## config.mk

```make
export PLATFORM = sky130hd
export DESIGN_NAME = boundary_tag_size_codec_flat
export DESIGN_NICKNAME = d
export VERILOG_FILES = /design/src/rtl/core/btsc_pkg.sv /design/src/rtl/core/btsc_chan_if.sv /design/src/rtl/core/btsc_ctrl.sv /design/src/rtl/core/btsc_dp.sv /design/src/rtl/core/boundary_tag_size_codec.sv /design/src/flat_wrapper.sv
export SDC_FILE = /design/constraint.sdc
export NUM_CORES = 1
export LEC_CHECK = 0
export BUFFER_PORTS_ARGS = -buffer_cell sky130_fd_sc_hd__buf_4
export CORE_AREA = 2 2 39 41
export DETAILED_ROUTE_END_ITERATION = 8
export DIE_AREA = 0 0 41 43
export SLEW_MARGIN = 20
export SYNTH_ARGS = -nofsm -noshare
export SYNTH_HDL_FRONTEND = slang
export SYNTH_SLANG_ARGS = --single-unit
```

## constraint.sdc

```tcl
create_clock -name i_clk -period 1.91 [get_ports i_clk]
set_input_delay 0.0955 -clock i_clk [delete_from_list [all_inputs] [get_ports i_clk]]
set_output_delay 0.0955 -clock i_clk [all_outputs]
set_load 0.02 [all_outputs]
```

## src/rtl/core/btsc_pkg.sv

```systemverilog
// Shared types, codes and helpers for the boundary tag size codec.
package btsc_pkg;

    localparam int SIZE_BITS_DEF      = 32;
    localparam int MAX_CODE_BYTES_DEF = 5;

    localparam logic [1:0] OP_ENC_PAYLOAD  = 2'd0;
    localparam logic [1:0] OP_ENC_INTERNAL = 2'd1;
    localparam logic [1:0] OP_DEC_LEFT     = 2'd2;
    localparam logic [1:0] OP_DEC_RIGHT    = 2'd3;

    typedef struct packed {
        logic [1:0]  opcode;
        logic [31:0] size_value;
        logic        free_flag;
        logic [7:0]  code_byte;
    } t_in_beat;

    typedef struct packed {
        logic [7:0]  out_byte;
        logic [31:0] size_out;
        logic        free_out;
        logic [2:0]  code_len;
        logic        last;
        logic        overflow;
    } t_out_beat;

    typedef struct packed {
        logic accept;
        logic search_step;
        logic emit_byte;
        logic load_error;
    } t_cmd;

    typedef struct packed {
        logic out_free;
        logic go_search;
        logic go_emit;
        logic srch_done;
        logic srch_err;
        logic emit_last;
    } t_sts;

    // Bytes needed for a payload: 6 bits in the left byte, 7 in each further one.
    function automatic logic [2:0] needed_len(input logic [31:0] v);
        logic [2:0] n;
        if (v < 32'h0000_0040) begin
            n = 3'd1;
        end else if (v < 32'h0000_2000) begin
            n = 3'd2;
        end else if (v < 32'h0010_0000) begin
            n = 3'd3;
        end else if (v < 32'h0800_0000) begin
            n = 3'd4;
        end else begin
            n = 3'd5;
        end
        return n;
    endfunction

endpackage

```

## src/rtl/core/btsc_chan_if.sv

```systemverilog
// Valid/ready channel carrying one payload beat.
interface btsc_chan_if #(
    parameter type t_payload = logic
) ();
    logic     valid;
    logic     ready;
    t_payload payload;

    modport source (output valid, output payload, input ready);
    modport sink   (input valid, input payload, output ready);
endinterface

```

## src/rtl/core/btsc_ctrl.sv

```systemverilog
// Controller state machine sequencing accept, length search and byte emission.
module btsc_ctrl (
    input  logic            i_clk,
    input  logic            i_rst_n,
    input  logic            i_in_valid,
    output logic            o_in_ready,
    input  btsc_pkg::t_sts  i_sts,
    output btsc_pkg::t_cmd  o_cmd
);

    localparam logic [1:0] ST_IDLE   = 2'd0;
    localparam logic [1:0] ST_SEARCH = 2'd1;
    localparam logic [1:0] ST_EMIT   = 2'd2;
    localparam logic [1:0] ST_ERROR  = 2'd3;

    logic [1:0] r_state;
    logic [1:0] n_state;

    assign o_in_ready = (r_state == ST_IDLE) && i_sts.out_free;

    always_comb begin
        n_state           = r_state;
        o_cmd             = '0;
        unique case (r_state)
            ST_IDLE: begin
                if (o_in_ready && i_in_valid) begin
                    o_cmd.accept = 1'b1;
                    if (i_sts.go_search) begin
                        n_state = ST_SEARCH;
                    end else if (i_sts.go_emit) begin
                        n_state = ST_EMIT;
                    end
                end
            end
            ST_SEARCH: begin
                o_cmd.search_step = 1'b1;
                if (i_sts.srch_done) begin
                    n_state = ST_EMIT;
                end else if (i_sts.srch_err) begin
                    n_state = ST_ERROR;
                end
            end
            ST_EMIT: begin
                if (i_sts.out_free) begin
                    o_cmd.emit_byte = 1'b1;
                    if (i_sts.emit_last) begin
                        n_state = ST_IDLE;
                    end
                end
            end
            ST_ERROR: begin
                if (i_sts.out_free) begin
                    o_cmd.load_error = 1'b1;
                    n_state          = ST_IDLE;
                end
            end
        endcase
    end

    always_ff @(posedge i_clk) begin
        if (!i_rst_n) begin
            r_state <= ST_IDLE;
        end else begin
            r_state <= n_state;
        end
    end

    a_search_entry: assert property (@(posedge i_clk) disable iff (!i_rst_n)
        o_cmd.accept && i_sts.go_search |=> r_state == ST_SEARCH)
        else $error("internal-size encode did not enter length search");

    a_emit_exit: assert property (@(posedge i_clk) disable iff (!i_rst_n)
        r_state == ST_EMIT && i_sts.out_free && i_sts.emit_last |=> r_state == ST_IDLE)
        else $error("encode did not finish after its last byte");

    a_error_exit: assert property (@(posedge i_clk) disable iff (!i_rst_n)
        r_state == ST_ERROR && i_sts.out_free |=> r_state == ST_IDLE)
        else $error("error beat did not return the sequencer to idle");

endmodule

```

## src/rtl/core/btsc_dp.sv

```systemverilog
// Datapath: decode state, encode registers, length search and output register.
module btsc_dp #(
    parameter int SIZE_BITS      = btsc_pkg::SIZE_BITS_DEF,
    parameter int MAX_CODE_BYTES = btsc_pkg::MAX_CODE_BYTES_DEF
) (
    input  logic                 i_clk,
    input  logic                 i_rst_n,
    input  btsc_pkg::t_in_beat   i_in_beat,
    input  btsc_pkg::t_cmd       i_cmd,
    input  logic                 i_out_ready,
    output btsc_pkg::t_sts       o_sts,
    output logic                 o_out_valid,
    output btsc_pkg::t_out_beat  o_out_beat
);

    localparam int ACC_BITS = (SIZE_BITS < 32) ? SIZE_BITS : 32;
    localparam int CNT_W    = $clog2(MAX_CODE_BYTES + 1);
    localparam int N_W      = $clog2(MAX_CODE_BYTES + 2);
    localparam int SH_W     = $clog2(7 * MAX_CODE_BYTES);
    localparam int WIDE_W   = ACC_BITS + 7 * MAX_CODE_BYTES;
    localparam logic [31:0] LIMIT_MASK =
        (ACC_BITS >= 32) ? 32'hFFFF_FFFF : 32'((64'd1 << ACC_BITS) - 64'd1);

    localparam logic [1:0] DIR_IDLE  = 2'd0;
    localparam logic [1:0] DIR_LEFT  = 2'd1;
    localparam logic [1:0] DIR_RIGHT = 2'd2;

    // decode state
    logic [ACC_BITS-1:0] r_acc, n_acc;
    logic [CNT_W-1:0]    r_cnt, n_cnt;
    logic [1:0]          r_dir, n_dir;
    logic                r_free_dec, n_free_dec;
    logic                r_ovf, n_ovf;

    // encode state
    logic [31:0]      r_v;
    logic [N_W-1:0]   r_n;
    logic [31:0]      r_pay;
    logic [CNT_W-1:0] r_rem;
    logic             r_first;
    logic             r_free_enc;

    // output register
    logic                r_out_valid;
    btsc_pkg::t_out_beat r_out;

    logic                w_in_range;
    logic [2:0]          w_need;
    logic                w_need_ok;
    logic                w_is_enc;
    logic [31:0]         w_two_n;
    logic [31:0]         w_pay_try;
    logic [2:0]          w_try_need;
    logic                w_n_over;
    logic                w_break;
    logic [SH_W-1:0]     w_shift;
    logic [31:0]         w_group;
    logic [7:0]          w_enc_byte;
    logic [1:0]          w_dir_op;
    logic [SH_W-1:0]     w_dec_shift;
    logic [6:0]          w_bits;
    logic [WIDE_W-1:0]   w_placed;
    logic                w_dec_fin;
    logic                w_fin_ovf;
    logic                w_ovf_new;
    logic                w_load;
    btsc_pkg::t_out_beat w_res;

    // accept-side checks
    assign w_in_range = ~|(i_in_beat.size_value & ~LIMIT_MASK);
    assign w_need     = btsc_pkg::needed_len(i_in_beat.size_value);
    assign w_need_ok  = 8'(w_need) <= 8'(MAX_CODE_BYTES);
    assign w_is_enc   = (i_in_beat.opcode == btsc_pkg::OP_ENC_PAYLOAD) ||
                        (i_in_beat.opcode == btsc_pkg::OP_ENC_INTERNAL);

    // length search: one candidate length per cycle
    assign w_two_n    = 32'({r_n, 1'b0});
    assign w_pay_try  = (r_v >= w_two_n) ? (r_v - w_two_n) : 32'd0;
    assign w_try_need = btsc_pkg::needed_len(w_pay_try);
    assign w_n_over   = 8'(r_n) > 8'(MAX_CODE_BYTES);
    assign w_break    = (8'(w_try_need) <= 8'(r_n)) || w_n_over;

    // byte emission, left to right
    assign w_shift = SH_W'(7 * r_rem);
    assign w_group = r_pay >> w_shift;

    always_comb begin
        if (r_n == N_W'(1)) begin
            w_enc_byte = {1'b1, r_free_enc, r_pay[5:0]};
        end else if (r_first) begin
            w_enc_byte = {1'b0, r_free_enc, w_group[5:0]};
        end else if (r_rem == '0) begin
            w_enc_byte = {1'b0, w_group[6:0]};
        end else begin
            w_enc_byte = {1'b1, w_group[6:0]};
        end
    end

    assign o_sts.out_free  = !r_out_valid || i_out_ready;
    assign o_sts.go_search = (i_in_beat.opcode == btsc_pkg::OP_ENC_INTERNAL) && w_in_range;
    assign o_sts.go_emit   = (i_in_beat.opcode == btsc_pkg::OP_ENC_PAYLOAD) &&
                             w_in_range && w_need_ok;
    assign o_sts.srch_done = w_break && !w_n_over;
    assign o_sts.srch_err  = w_break && w_n_over;
    assign o_sts.emit_last = (r_rem == '0);

    // decode step for one tag byte
    assign w_dir_op    = (i_in_beat.opcode == btsc_pkg::OP_DEC_LEFT) ? DIR_LEFT : DIR_RIGHT;
    assign w_dec_shift = SH_W'(7 * r_cnt);
    assign w_bits      = i_in_beat.code_byte[7] ? i_in_beat.code_byte[6:0]
                                                : {1'b0, i_in_beat.code_byte[5:0]};
    assign w_placed    = WIDE_W'(w_bits) << w_dec_shift;

    always_comb begin
        n_acc      = r_acc;
        n_cnt      = r_cnt;
        n_dir      = r_dir;
        n_free_dec = r_free_dec;
        n_ovf      = r_ovf;
        w_dec_fin  = 1'b0;
        w_fin_ovf  = 1'b0;
        w_ovf_new  = r_ovf;
        if (r_dir != w_dir_op) begin
            // new tag, abandoning any decode running the other way
            n_cnt = CNT_W'(1);
            n_ovf = 1'b0;
            if (i_in_beat.code_byte[7]) begin
                n_acc      = ACC_BITS'(i_in_beat.code_byte[5:0]);
                n_free_dec = i_in_beat.code_byte[6];
                w_dec_fin  = 1'b1;
            end else begin
                n_dir = w_dir_op;
                if (w_dir_op == DIR_LEFT) begin
                    n_acc      = ACC_BITS'(i_in_beat.code_byte[5:0]);
                    n_free_dec = i_in_beat.code_byte[6];
                end else begin
                    n_acc      = ACC_BITS'(i_in_beat.code_byte[6:0]);
                    n_free_dec = 1'b0;
                end
            end
        end else if (r_dir == DIR_LEFT) begin
            w_ovf_new = r_ovf | (|r_acc[ACC_BITS-1 -: 7]);
            n_ovf     = w_ovf_new;
            n_acc     = {r_acc[ACC_BITS-8:0], i_in_beat.code_byte[6:0]};
            n_cnt     = r_cnt + CNT_W'(1);
            if (!i_in_beat.code_byte[7]) begin
                w_dec_fin = 1'b1;
                w_fin_ovf = w_ovf_new;
            end else if (n_cnt >= CNT_W'(MAX_CODE_BYTES)) begin
                w_dec_fin = 1'b1;
                w_fin_ovf = 1'b1;
            end
        end else begin
            // walking from the right: drop bits past the size range
            w_ovf_new = r_ovf | (|w_placed[WIDE_W-1:ACC_BITS]);
            n_ovf     = w_ovf_new;
            n_acc     = r_acc | w_placed[ACC_BITS-1:0];
            n_cnt     = r_cnt + CNT_W'(1);
            if (i_in_beat.code_byte[7]) begin
                if (n_cnt >= CNT_W'(MAX_CODE_BYTES)) begin
                    w_dec_fin = 1'b1;
                    w_fin_ovf = 1'b1;
                end
            end else begin
                n_free_dec = i_in_beat.code_byte[6];
                w_dec_fin  = 1'b1;
                w_fin_ovf  = w_ovf_new;
            end
        end
    end

    // result selection
    always_comb begin
        w_load = 1'b0;
        w_res  = '0;
        if (i_cmd.accept && !w_is_enc) begin
            if (w_dec_fin) begin
                w_load         = 1'b1;
                w_res.size_out = 32'(n_acc);
                w_res.free_out = n_free_dec;
                w_res.code_len = 3'(n_cnt);
                w_res.last     = 1'b1;
                w_res.overflow = w_fin_ovf;
            end
        end else if ((i_cmd.accept && !o_sts.go_search && !o_sts.go_emit) ||
                     i_cmd.load_error) begin
            w_load         = 1'b1;
            w_res.last     = 1'b1;
            w_res.overflow = 1'b1;
        end else if (i_cmd.emit_byte) begin
            w_load         = 1'b1;
            w_res.out_byte = w_enc_byte;
            w_res.size_out = r_pay;
            w_res.free_out = r_free_enc;
            w_res.code_len = 3'(r_n);
            w_res.last     = (r_rem == '0);
        end
    end

    always_ff @(posedge i_clk) begin
        if (!i_rst_n) begin
            r_acc       <= '0;
            r_cnt       <= '0;
            r_dir       <= DIR_IDLE;
            r_free_dec  <= 1'b0;
            r_ovf       <= 1'b0;
            r_out_valid <= 1'b0;
        end else begin
            if (i_cmd.accept && !w_is_enc) begin
                if (w_dec_fin) begin
                    r_acc      <= '0;
                    r_cnt      <= '0;
                    r_dir      <= DIR_IDLE;
                    r_free_dec <= 1'b0;
                    r_ovf      <= 1'b0;
                end else begin
                    r_acc      <= n_acc;
                    r_cnt      <= n_cnt;
                    r_dir      <= n_dir;
                    r_free_dec <= n_free_dec;
                    r_ovf      <= n_ovf;
                end
            end
            if (w_load) begin
                r_out_valid <= 1'b1;
            end else if (i_out_ready) begin
                r_out_valid <= 1'b0;
            end
        end
    end

    always_ff @(posedge i_clk) begin
        if (w_load) begin
            r_out <= w_res;
        end
        if (i_cmd.accept && o_sts.go_emit) begin
            r_pay      <= i_in_beat.size_value;
            r_n        <= N_W'(w_need);
            r_rem      <= CNT_W'(w_need - 3'd1);
            r_first    <= 1'b1;
            r_free_enc <= i_in_beat.free_flag;
        end else if (i_cmd.accept && o_sts.go_search) begin
            r_v        <= i_in_beat.size_value;
            r_n        <= N_W'(1);
            r_free_enc <= i_in_beat.free_flag;
        end else if (i_cmd.search_step) begin
            if (!w_break) begin
                r_n <= r_n + N_W'(1);
            end else if (!w_n_over) begin
                r_pay   <= w_pay_try;
                r_rem   <= CNT_W'(r_n - N_W'(1));
                r_first <= 1'b1;
            end
        end else if (i_cmd.emit_byte) begin
            r_rem   <= r_rem - CNT_W'(1);
            r_first <= 1'b0;
        end
    end

    assign o_out_valid = r_out_valid;
    assign o_out_beat  = r_out;

    a_no_overwrite: assert property (@(posedge i_clk) disable iff (!i_rst_n)
        w_load |-> o_sts.out_free)
        else $error("result loaded over a beat not yet taken");

    a_idle_clean: assert property (@(posedge i_clk) disable iff (!i_rst_n)
        r_dir == DIR_IDLE |-> (r_cnt == '0 && r_acc == '0 && !r_ovf))
        else $error("decode state left dirty while idle");

    a_ovf_last: assert property (@(posedge i_clk) disable iff (!i_rst_n)
        r_out_valid && r_out.overflow |-> r_out.last)
        else $error("overflow result not marked last");

endmodule

```

## src/rtl/core/boundary_tag_size_codec.sv

```systemverilog
// Decode: one tag byte per cycle while the output is free; the tag's result registers with its final byte.
// Encode payload size: a setup step on accept, then one byte per cycle while the output is free.
// Encode internal size: adds a length search over candidate lengths, shortest first, before emission.
// A new item is taken once the encode sequencer is idle and the output register is free or being taken.
// Reset is synchronous, active low: clears the decode state, sequencer and output valid; no sweep.
module boundary_tag_size_codec #(
    parameter int SIZE_BITS      = btsc_pkg::SIZE_BITS_DEF,
    parameter int MAX_CODE_BYTES = btsc_pkg::MAX_CODE_BYTES_DEF
) (
    input  logic        i_clk,
    input  logic        i_rst_n,
    btsc_chan_if.sink   i_in,
    btsc_chan_if.source o_out
);

    btsc_pkg::t_in_beat  w_in_beat;
    btsc_pkg::t_out_beat w_out_beat;
    btsc_pkg::t_cmd      w_cmd;
    btsc_pkg::t_sts      w_sts;
    logic                w_in_ready;
    logic                w_out_valid;

    assign w_in_beat     = i_in.payload;
    assign i_in.ready    = w_in_ready;
    assign o_out.valid   = w_out_valid;
    assign o_out.payload = w_out_beat;

    btsc_ctrl u_ctrl (
        .i_clk      (i_clk),
        .i_rst_n    (i_rst_n),
        .i_in_valid (i_in.valid),
        .o_in_ready (w_in_ready),
        .i_sts      (w_sts),
        .o_cmd      (w_cmd)
    );

    btsc_dp #(
        .SIZE_BITS      (SIZE_BITS),
        .MAX_CODE_BYTES (MAX_CODE_BYTES)
    ) u_dp (
        .i_clk       (i_clk),
        .i_rst_n     (i_rst_n),
        .i_in_beat   (w_in_beat),
        .i_cmd       (w_cmd),
        .i_out_ready (o_out.ready),
        .o_sts       (w_sts),
        .o_out_valid (w_out_valid),
        .o_out_beat  (w_out_beat)
    );

endmodule
```

## src/flat_wrapper.sv

```systemverilog
// flat-port wrapper written by rule: the top's interface ports become plain ports
module boundary_tag_size_codec_flat 
#(
    parameter int SIZE_BITS      = btsc_pkg::SIZE_BITS_DEF,
    parameter int MAX_CODE_BYTES = btsc_pkg::MAX_CODE_BYTES_DEF
)
  (i_clk, i_rst_n, i_in_valid, i_in_payload, i_in_ready, o_out_valid, o_out_payload, o_out_ready);
  btsc_chan_if i_in_i ();
  btsc_chan_if o_out_i ();
  input  logic i_clk;
  input  logic i_rst_n;
  input wire logic [$bits(i_in_i.valid)-1:0] i_in_valid;
  input wire logic [$bits(i_in_i.payload)-1:0] i_in_payload;
  output wire logic [$bits(i_in_i.ready)-1:0] i_in_ready;
  output wire logic [$bits(o_out_i.valid)-1:0] o_out_valid;
  output wire logic [$bits(o_out_i.payload)-1:0] o_out_payload;
  input wire logic [$bits(o_out_i.ready)-1:0] o_out_ready;
  assign i_in_i.valid = i_in_valid;
  assign i_in_i.payload = i_in_payload;
  assign i_in_ready = i_in_i.ready;
  assign o_out_valid = o_out_i.valid;
  assign o_out_payload = o_out_i.payload;
  assign o_out_i.ready = o_out_ready;
  boundary_tag_size_codec #(.SIZE_BITS(SIZE_BITS), .MAX_CODE_BYTES(MAX_CODE_BYTES)) u_core (.i_clk(i_clk), .i_rst_n(i_rst_n), .i_in(i_in_i), .o_out(o_out_i));
endmodule
```

Yosys cells after proc, flatten, opt, wreduce, memory -nomap -nowiden
Index checks and enable logic that the tools add are counted.
{"block": "word_totals", "register_bits": 7, "inputBits": 5, "output_inout_bits": 3, "word_cells": 39}
{"block": "classes", "add_sub_neg": 1, "eq_ne": 7, "muxes": 18, "n_reduce_logical": 9}
{"op": "2-to-1 mux 1 bit", "n": 11}
{"op": "2-to-1 mux 2 bit", "n": 4}
{"op": "case mux 2 bit (4 select lines)", "n": 1}
{"op": "2-to-1 mux 3 bit", "n": 2}
{"op": "!= test 2 bit, second input constant", "n": 3}
{"op": "equality test 2 bit, second input constant", "n": 2}
{"op": "AND reduction 4 bit", "n": 1}
{"op": "nonzero test 2 bit", "n": 2}
{"op": "logical NOT 3 bit", "n": 1}
{"op": "subtractor 3 x 1 -> 3 bit, second input constant", "n": 1}
{"op": "equality test 2 x 1 -> 1 bit, second input constant", "n": 1}
{"op": "logical AND 1 bit", "n": 2}
{"op": "logical NOT 2 bit", "n": 1}
{"op": "!= test 2 x 1 -> 1 bit, second input constant", "n": 1}
{"op": "logical NOT 1 bit", "n": 1}
{"op": "logical OR 1 bit", "n": 1}

Logic depth before layout (Yosys ltp)
Gate-level depths: netlist of run 1.
{"block": "depth", "depth_word": 7, "depth_mapped": 6}

By module
A second synthesis of run 1 with hierarchy kept.
{"block": "hier_totals", "hier_cells": 876, "hier_area_um2": 8699.6}
{"module": "btsc_dp", "instances": 1, "cells_each": 854, "area_per_inst_um2": 8550.7, "seq_area_each_um2": 4334.2}
{"module": "btsc_ctrl", "instances": 1, "cells_each": 21, "area_per_inst_um2": 145.1, "seq_area_each_um2": 40.0}
{"module": "boundary_tag_size_codec", "instances": 1, "cells_each": 1, "area_per_inst_um2": 3.8, "seq_area_each_um2": 0.0}

Worst setup path before layout of run 1
No wires, ideal clock.
{"block": "synth_path", "path_type": "register -> register", "startpoint": "register u_core.u_dp.r_out_valid, in the netlist u_core.u_dp.o_out_valid", "endpoint": "register u_core.u_dp.r_out_valid, in the netlist u_core.u_dp.o_out_valid", "setup_time_ns": 0.125, "arrival_time_ns": 0.862, "path_slack_ns": 0.924, "path_stages_with_launch": 4, "path_buffers": 0, "synth_period_minus_slack_ns": 0.986, "path_cell_list": "dfxtp_1 -> and2b_1 -> nor2_2 -> nor2b_2"}
{"block": "synth_via", "elab_chain_cells": 7, "word_cells_on_any_way": 9}
{"element": "from (decl)", "line": "btsc_dp.sv:44", "rtl": "logic r_out_valid;"}
{"element": "from (signal assigned)", "line": "btsc_dp.sv:207", "rtl": "r_out_valid <= 1'b0;"}
{"element": "from (signal assigned)", "line": "btsc_dp.sv:225", "rtl": "r_out_valid <= 1'b1;"}
{"element": "from (signal assigned)", "line": "btsc_dp.sv:227", "rtl": "r_out_valid <= 1'b0;"}
{"element": "logical NOT 1 bit *", "line": "btsc_dp.sv:99", "rtl": "assign o_sts.out_free = !r_out_valid || i_out_ready;"}
{"element": "logical OR 1 bit *", "line": "btsc_dp.sv:99"}
{"element": "2-to-1 mux 1 bit *", "line": "btsc_ctrl.sv:44, btsc_ctrl.sv:52"}
{"element": "2-to-1 mux 1 bit", "line": "btsc_ctrl.sv:24", "rtl": "unique case (r_state)"}
{"element": "2-to-1 mux 1 bit", "line": "btsc_dp.sv:190", "rtl": "end else if (i_cmd.emit_byte) begin"}
{"element": "2-to-1 mux 1 bit *", "line": "btsc_dp.sv:185", "rtl": "end else if ((i_cmd.accept && !o_sts.go_search && !o_sts.go_emit) ||"}
{"element": "2-to-1 mux 1 bit or nonzero test 2 bit (tied branches)"}
Every way passes the cells marked *; elsewhere a longest branch is shown, timed or not.
A chain may end at the register's enable or synchronous reset.

Final worst setup path of run 1
{"block": "layout_path", "startpoint": "register u_core.u_dp.r_out_valid, in the netlist u_core.u_dp.o_out_valid", "endpoint": "output port i_in_ready"}
{"block": "layout_via", "elab_chain_cells": 3}
{"element": "logical NOT 1 bit", "line": "btsc_dp.sv:99"}
{"element": "logical OR 1 bit", "line": "btsc_dp.sv:99"}
{"element": "logical AND 1 bit", "line": "btsc_ctrl.sv:19", "rtl": "assign o_in_ready = (r_state == ST_IDLE) && i_sts.out_free;"}
{"element": "to (decl)", "line": "flat_wrapper.sv:14", "rtl": "output wire logic [$bits(i_in_i.ready)-1:0] i_in_ready;"}
Every way passes these cells.

==> out/metrics.cfg, run 1 <==
[grt]
grt_pass1_vias = 183
antenna_found_initial = 0
grt.total_usage = 0.0641
grt_pass1_wl_um = 662
grt_start_max_net_pins = 7
grt_overflow_total = 0

[place]
dpl_cell_area_um2 = 287
globalplace.congestion = 0.639
portBuffers = 5
dp_hpwl_um = 329

[cts]
cts.sink_count = 5
cts.path.max_buffers = 2
hold_buffers = 0
post-cts-setup-buffer-count = 0
cts-root-buf = clkbuf_4
cts_tree = yes
numCtsBuffers = 3
clk_pin_slew_ns = 0.05
htreeDepth = 1
clk-insertion-delay-late_ns = 0.24
cts_resized = 0

[outcome]
status = completed

[floorplan]
dieHeight_um = 43
rows = 14
die_w_um = 41
core_um2 = 1380
io_pins = 8
start_util = 0.171
dieArea_um2 = 1760

[timing]
max_freq_ghz = 0.889
fin_crit_sh = 0.589
setup_viol = 0
fin_worst_skew_ns = 0.00810
period_minus_slack_ns = 1.13
slew_viol_final = 0
hold_violations = 0
rsz0062_at_grt = no
setup-tns-final_ns = 0

[routing]
first_pass_iters = 2
avgRoutedWirePerCell_um = 8.41
drtIter0Drc = 1
vias = 201
wirelength_um = 429
vias_per_cell = 3.94
ant_nets = 0
drc = 0

[worst_setup_path]
critPathSlowestCell = dfxtp_1
cpPeakStageDelay_ns = 0.31
cp_max_fo = 3
cp.required_ns = 1.81
cp-start-kind = flip-flop
path_class = reg -> out
path_cells = and2b_1, nor2_2, buf_4
worstSetupEndpointType = primary output
cp.arrival_ns = 1.03

[min_path]
hp-class = in -> reg

[synthesis]
ys_types = 15
ys_seq_area_frac = 0.423
syn_avg_cell_area_um2 = 8.76
ys_warn_count = 0
synth.cell_area_um2 = 236
ys_ff_latch = 5
syn_nets = 34
synthCells = 27

[cells_and_area]
nNetsFinal = 43
drive_above_1_share = 0.314
diodes = 0
syn2layout_area_growth_pct = 32.3
design_area_um2 = 313

[pwr]
peakVddDrop_mv = 0.341
power_density_nw_per_um2 = 1280
p_leak_nw = 0.136

[job]
cap_violations = 0

## routing by layer
layer | up-vias | global-route usage | wire length, um
li1 | 103 | - | -
met1 | 90 | 0.0543 | 181
met2 | 6 | 0.0813 | 188
met3 | 2 | 0.0785 | 50
met4 | 0 | 0.0400 | 9
met5 | - | 0 | 0
## per-stage QoR
step | hold slack, ns | cells | worst slack, ns | power (mW) | utilization
finish | 0.0741 | 51 | 0.785 | 0.400 | 0.226
global route | 0.0855 | 51 | 0.717 | 0.438 | 0.226
CTS | 0.0692 | 51 | 0.772 | 0.410 | 0.226
detailed placement | 0.326 | 47 | 0.870 | 0.281 | 0.207
global placement | 0.325 | 47 | 0.893 | 0.275 | 0.207
floorplan | 0.225 | 27 | 0.924 | 0.247 | -
## path summary, 6_finish.rpt
path / start / end / slack [ns] / cells past startpoint
min reg2reg: u_core.u_dp.r_rem[1]$_SDFFE_PP0P_ / u_core.u_dp.r_rem[1]$_SDFFE_PP0P_ / 0.46 / 1
max reg2reg: u_core.u_dp.r_rem[0]$_SDFFE_PP0P_ / u_core.u_dp.r_rem[2]$_SDFFE_PP0P_ / 0.86 / 4
min: i_rst_n / u_core.u_dp.o_out_valid$_SDFFE_PN0P_ / 0.07 / 2
max: u_core.u_dp.o_out_valid$_SDFFE_PN0P_ / i_in_ready / 0.78 / 3
## cell type report
class,instances,area [um^2]
Sequential cell,5,100
Fill cell,156,1070
Tap cell,16,20.0
Timing Repair Buffer,5,37.5
Clock buffer,4,26.3
Multi-Input combinational cell,18,118
Inverter,3,11.3
## cells by family (layout without fill, tap and decap cells)
| kind of cell | Yosys count | after routing | share of synthesized area |
|---|---|---|---|
| other | 1 | 1 | 0.0159 |
| AO/OA/AOI/OAI | 7 | 7 | 0.180 |
| adder cells (fa/ha/maj) | 2 | 2 | 0.106 |
| flip-flops | 5 | 5 | 0.423 |
| buffers and inverters | 4 | 12 | 0.0794 |
| AND/OR/NAND/NOR | 8 | 8 | 0.196 |
## synth_stat cells, drive strengths merged
| library cell | number | area share |
|---|---|---|
| and2b | 1 | 0.032 |
| buf | 1 | 0.032 |
| o21ai | 4 | 0.085 |
| nand2b | 1 | 0.026 |
| ha | 2 | 0.11 |
| a21oi | 1 | 0.021 |
| o2bb2ai | 2 | 0.074 |
| nor2b | 1 | 0.037 |
| nor2 | 3 | 0.058 |
| inv | 3 | 0.048 |
| dfxtp | 5 | 0.42 |
| conb | 1 | 0.016 |
| nand2 | 2 | 0.042 |
## power by group
part,total [mW],leakage (nW),internal [mW],switching (mW)
Sequential,0.162,0.0416,0.139,0.0229
Combinational,0.116,0.0796,0.0561,0.0602
Clock,0.122,0.0150,0.0790,0.0434
Total,0.400,0.136,0.274,0.127
## layout by cell type (no fill, tap or decap)
master,count
o21ai_1,4
conb_1,1
buf_4,5
o2bb2ai_1,2
clkbuf_4,3
and2b_1,1
inv_1,3
nand2_1,1
nand2_2,1
nor2_2,1
nor2b_2,1
nor2_1,2
ha_1,2
nand2b_1,1
dfxtp_1,5
clkbuf_1,1
a21oi_1,1
## registers in the layout, summed over array words and instances, names as in the netlist
signal	flops
u_core.u_dp.r_rem	3
u_core.u_ctrl.r_state	1
u_core.u_dp.o_out_valid	1
## worst max-delay path: cells and delay by family, from the launching register on
kind	cells	cell delay (ns)
buf+inv	1	0.16
flops	1	0.31
simple gates	2	0.31
No activity file was read; power rests on OpenSTA's default activity.
==> run 2: changes to the inputs <==
Clock period 1.91 ns to 1 ns, I/O delays scaled along.
==> run 2 against run 1 <==
Against the previous run:
- critical path depth stayed put
- sequential cell count is the same
- global-route usage up 1.3 points
- the flow now finishes with violations (setup timing)
==> out/metrics.cfg, run 2 (synthesized netlist as in run 1, its figures left out) <==
[place]
portBuffers = 5  ; unchanged
globalplace.congestion = 0.618  ; was 0.639
place_ws_ns = -0.0182  ; was 0.870 ns
dp_hpwl_um = 312  ; was 329 um

[floorplan]
die_w_um = 41  ; unchanged
start_util = 0.171  ; unchanged
core_um2 = 1380  ; unchanged
dieHeight_um = 43  ; unchanged
rows = 14  ; unchanged
dieArea_um2 = 1760  ; unchanged
io_pins = 8  ; unchanged

[routing]
avgRoutedWirePerCell_um = 9.09  ; was 8.41 um
drc = 0  ; unchanged
drtIter0Drc = 0  ; was 1
first_pass_iters = 1  ; was 2
vias_per_cell = 3.84  ; was 3.94
ant_nets = 0  ; unchanged
vias = 211  ; was 201
wirelength_um = 500  ; was 429 um

[worst_setup_path]
worstSetupEndpointType = primary output  ; unchanged
cp-start-kind = flip-flop  ; unchanged
cp_max_fo = 2  ; was 3
path_class = reg -> out  ; unchanged
cp.arrival_ns = 0.98  ; was 1.03 ns
ff2ff_path_depth = 6  ; was 4
cp.required_ns = 0.95  ; was 1.81 ns
crit_path_start = u_core.u_dp.o_out_valid$_SDFFE_PN0P_  ; unchanged
r2r_start = u_core.u_dp.r_rem[1]$_SDFFE_PP0P_  ; was u_core.u_dp.r_rem[0]$_SDFFE_PP0P_

[cts]
numCtsBuffers = 3  ; unchanged
clk-insertion-delay-late_ns = 0.24  ; about the same
htreeDepth = 1  ; unchanged
hold_buffers = 0  ; unchanged
cts_tree = yes  ; unchanged
cts-root-buf = clkbuf_4  ; unchanged
cts.sink_count = 5  ; unchanged
cts.path.max_buffers = 2  ; unchanged
clk_pin_slew_ns = 0.04  ; was 0.05 ns

[cells_and_area]
layout_commonest_cell = buf_4
final_cell_mix = buf_4, o21ai_1, clkbuf_4, dfxtp_2  ; was buf_4, dfxtp_1, o21ai_1, inv_1, clkbuf_4
drive_above_1_share = 0.641  ; was 0.314
largest_register_ffs = 3  ; unchanged
nNetsFinal = 47  ; was 43
top_register = u_core.u_dp.r_rem  ; unchanged
finish.utilization = 0.283  ; was 0.226
diodes = 0  ; unchanged
syn2layout_area_growth_pct = 65.6  ; was 32.3%

[timing]
rsz0062_at_grt = yes  ; was no
period_minus_slack_ns = 1.03
hold_violations = 0  ; unchanged
slew_viol_final = 0  ; unchanged
max_freq_ghz = 0.967
fin_worst_skew_ns = 0.000568  ; was 0.00810 ns
finalWorstSetupSlack_ns = -0.0338  ; was 0.785 ns
fin_crit_sh = 1.03
setup_viol = 1  ; was 0
hold_ws_ns = 0.0382  ; was 0.0741 ns

[grt]
grt_pass1_vias = 228  ; was 183
grt_start_max_net_pins = 7  ; unchanged
grt_pass1_wl_um = 834  ; was 662 um
antenna_found_initial = 0  ; unchanged
grt.total_usage = 0.0773  ; was 0.0641
grt_overflow_total = 0  ; unchanged

[min_path]
holdPathStages = 2  ; unchanged
worstHoldStart = i_rst_n  ; unchanged
hp-class = in -> reg  ; unchanged

[outcome]
violations = setup timing
status = finished, violations left  ; was completed

[pwr]
peakVddDrop_mv = 0.470  ; was 0.341 mV
p_leak_nw = 0.163  ; was 0.136 nW
power_density_nw_per_um2 = 2500  ; was 1280 nW/um^2

[job]
cap_violations = 0  ; unchanged

run 2: routing by layer:
| layer | routed length [um] | vias to the layer above | track usage |
|---|---|---|---|
| met2 | 271 | 4 | 0.103 |
| li1 | - | 110 | - |
| met5 | 0 | - | 0 |
| met3 | 32 | 2 | 0.0314 |
| met4 | 7 | 0 | 0.0800 |
| met1 | 189 | 95 | 0.0836 |
run 2: report_power, final:
part           internal, mW  total [mW]  switching [mW]
clock network         0.151       0.231          0.0806
logic                 0.234       0.426           0.192
registers             0.273       0.321          0.0477
total                 0.658       0.978           0.320
run 2: path summary, 6_finish.rpt:
path                            slack (ns)                                     to
worst min register to register        0.46      u_core.u_dp.r_rem[1]$_SDFFE_PP0P_
worst max-delay path                 -0.03                             i_in_ready
worst min-delay path                  0.04   u_core.u_dp.o_out_valid$_SDFFE_PN0P_
worst max register to register        0.02  u_core.u_ctrl.r_state[1]$_SDFFE_PN0P_
run 2: what timing repair did:
action	in CTS	in global routing
endpoints found under the setup margin	2	4
gates resized for setup	8	5
buffers inserted	3	0
pin swaps	2	4
run 2: final cells by class:
| type | count | area [um^2] |
|---|---|---|
| multi-input combinational | 18 | 159 |
| tap | 16 | 20.0 |
| fill | 154 | 992 |
| inverter | 3 | 11.3 |
| sequential | 5 | 104 |
| timing repair buffer | 9 | 71.3 |
| clock buffer | 4 | 26.3 |
run 2: critical path, cell delays in order (launching register included):
cell	delay, ns
dfxtp_2	0.31
and2b_2	0.21
nor2_4	0.10
buf_6	0.12
run 2: metrics by stage:
stage	total power [mW]	cells	setup TNS, ns	area (um^2)
2_1_floorplan	0.472	27	0	236
3_3_place_gp	0.543	48	0	294
3_5_place_dp	0.556	48	-0.0182	294
4_1_cts	0.890	55	-0.0617	372
5_1_grt	1.08	55	-0.110	392
6_report	0.978	55	-0.0338	392
==> run 3: changes to the inputs <==
Settings changed: CELL_PAD_IN_SITES_DETAIL_PLACEMENT from default to 1, CELL_PAD_IN_SITES_GLOBAL_PLACEMENT from default to 1, PLACE_DENSITY_LB_ADDON from default to 0.1.
==> run 3 against run 2 <==
Against the previous run:
- the flow still finishes with violations (setup timing)
- core utilization down 0.72 points
- first-iteration DRC count stayed put
- non-clock buffer count stayed put
- clock skew is essentially flat
- register-to-register slack gained 0.02 ns
- largest power group unchanged
==> out/metrics.cfg, run 3 (synthesized netlist as in run 1, its figures left out) <==
[outcome]
status = finished, violations left  ; unchanged
violations = setup timing  ; unchanged

[cts]
clk_pin_slew_ns = 0.04  ; about the same
htreeDepth = 1  ; unchanged
cts-root-buf = clkbuf_4  ; unchanged
cts.sink_count = 5  ; unchanged
cts.path.max_buffers = 2  ; unchanged
cts_tree = yes  ; unchanged
hold_buffers = 0  ; unchanged
numCtsBuffers = 3  ; unchanged
clk-insertion-delay-late_ns = 0.25  ; was 0.24 ns

[worst_setup_path]
cp.arrival_ns = 1.00  ; was 0.98 ns
cpPeakStageDelay_ns = 0.32  ; was 0.31 ns
cp_max_fo = 2  ; unchanged
worstSetupEndpointType = primary output  ; unchanged
cp-start-kind = flip-flop  ; unchanged
path_cells = and2b_2, nor2_4, buf_6  ; unchanged
critPathSlowestCell = dfxtp_2  ; unchanged
cp.required_ns = 0.95  ; about the same
path_class = reg -> out  ; unchanged

[cells_and_area]
nNetsFinal = 47  ; unchanged
final_cell_mix = buf_4, o21ai_1, clkbuf_4, dfxtp_2  ; unchanged
largest_register_ffs = 3  ; unchanged
top_register = u_core.u_dp.r_rem  ; unchanged
finish.utilization = 0.276  ; was 0.283
layout_commonest_cell = buf_4  ; unchanged
syn2layout_area_growth_pct = 61.4  ; was 65.6%
stdcell_count = 55  ; unchanged
drive_above_1_share = 0.590  ; was 0.641
diodes = 0  ; unchanged

[place]
globalplace.congestion = 0.671  ; was 0.618
dp_hpwl_um = 418  ; was 312 um
place_ws_ns = -0.0349  ; was -0.0182 ns
placed_cells = 48  ; unchanged
portBuffers = 5  ; unchanged

[floorplan]
rows = 14  ; unchanged
dieHeight_um = 43  ; unchanged
dieArea_um2 = 1760  ; unchanged
die_w_um = 41  ; unchanged
core_um2 = 1380  ; unchanged
start_util = 0.171  ; unchanged
io_pins = 8  ; unchanged

[job]
cap_violations = 0  ; unchanged

[timing]
hold_violations = 0  ; unchanged
period_minus_slack_ns = 1.05  ; was 1.03 ns
max_freq_ghz = 0.950  ; was 0.967 GHz
slew_viol_final = 0  ; unchanged
fin_crit_sh = 1.05  ; was 1.03
setup_viol = 1  ; unchanged
hold_ws_ns = 0.0300  ; was 0.0382 ns
rsz0062_at_grt = yes  ; unchanged
fin_worst_skew_ns = 0.000909  ; was 0.000568 ns
finalWorstSetupSlack_ns = -0.0528  ; was -0.0338 ns

[routing]
drtIter0Drc = 0  ; unchanged
drc = 0  ; unchanged
avgRoutedWirePerCell_um = 10.9  ; was 9.09 um
ant_nets = 0  ; unchanged
first_pass_iters = 1  ; unchanged
vias_per_cell = 4.04  ; was 3.84
wirelength_um = 599  ; was 500 um
vias = 222  ; was 211

[min_path]
hp-class = in -> reg  ; unchanged

[grt]
grt.total_usage = 0.0986  ; was 0.0773
antenna_found_initial = 0  ; unchanged
grt_start_max_net_pins = 7  ; unchanged
grt_pass1_wl_um = 1050  ; was 834 um
grt_overflow_total = 0  ; unchanged
grt_pass1_vias = 251  ; was 228

[pwr]
p_leak_nw = 0.161  ; was 0.163 nW
power_uw = 947  ; was 978 uW
peakVddDrop_mv = 0.790  ; was 0.470 mV
power_density_nw_per_um2 = 2480  ; was 2500 nW/um^2

==> run 3: final timing paths <==
check / start / end / slack (ns) / depth (start not counted)
setup / recovery: u_core.u_dp.o_out_valid$_SDFFE_PN0P_ / i_in_ready / -0.05 / 3
hold / removal: i_rst_n / u_core.u_dp.o_out_valid$_SDFFE_PN0P_ / 0.03 / 2
setup reg to reg: u_core.u_dp.o_out_valid$_SDFFE_PN0P_ / u_core.u_dp.r_rem[0]$_SDFFE_PP0P_ / 0.04 / 4
hold reg to reg: u_core.u_dp.r_rem[1]$_SDFFE_PP0P_ / u_core.u_dp.r_rem[1]$_SDFFE_PP0P_ / 0.47 / 1
==> run 3: final cells by class <==
type | instances | area, um^2
clock buffer | 4 | 26.3
fill | 161 | 1000
inverter | 3 | 11.3
multi-input combinational | 18 | 149
sequential | 5 | 104
tap | 16 | 20.0
timing repair buffer | 9 | 71.3
==> run 3: power breakdown <==
group	leakage, nW	switching, mW	internal (mW)
registers	0.0424	0.0503	0.273
clock network	0.0150	0.0882	0.151
logic	0.103	0.178	0.207
==> run 3: through the flow <==
stage	TNS [ns]	instance area [um^2]
after CTS	-0.0811	374
after global placement	0	294
after global routing	-0.198	382
after floorplan	0	236
after detailed placement	-0.0349	294
final	-0.0528	382
==> run 3: per-layer routing <==
| layer | up-vias | wire (um) | track usage | part of all wire |
|---|---|---|---|---|
| met5 | - | 0 | 0 | 0 |
| met4 | 0 | 39 | 0.140 | 0.065 |
| met3 | 6 | 24 | 0.0209 | 0.040 |
| met2 | 7 | 310 | 0.131 | 0.52 |
| met1 | 100 | 225 | 0.100 | 0.38 |
| li1 | 109 | - | - | - |
==> run 3: repair_timing <==
action / CTS / global route
gates cloned: 0 / 0
endpoints found under the hold margin: 0 / 0
setup endpoints to repair: 3 / 5
pin swaps: 4 / 4
buffers inserted: 2 / 1
gates resized for setup: 11 / 0
==> run 3: worst max-delay path, delay by kind of cell (launching register included) <==
family | cells | cell delay [ns]
AND/OR/NAND/NOR | 2 | 0.32
buffers and inverters | 1 | 0.12
flip-flops | 1 | 0.32
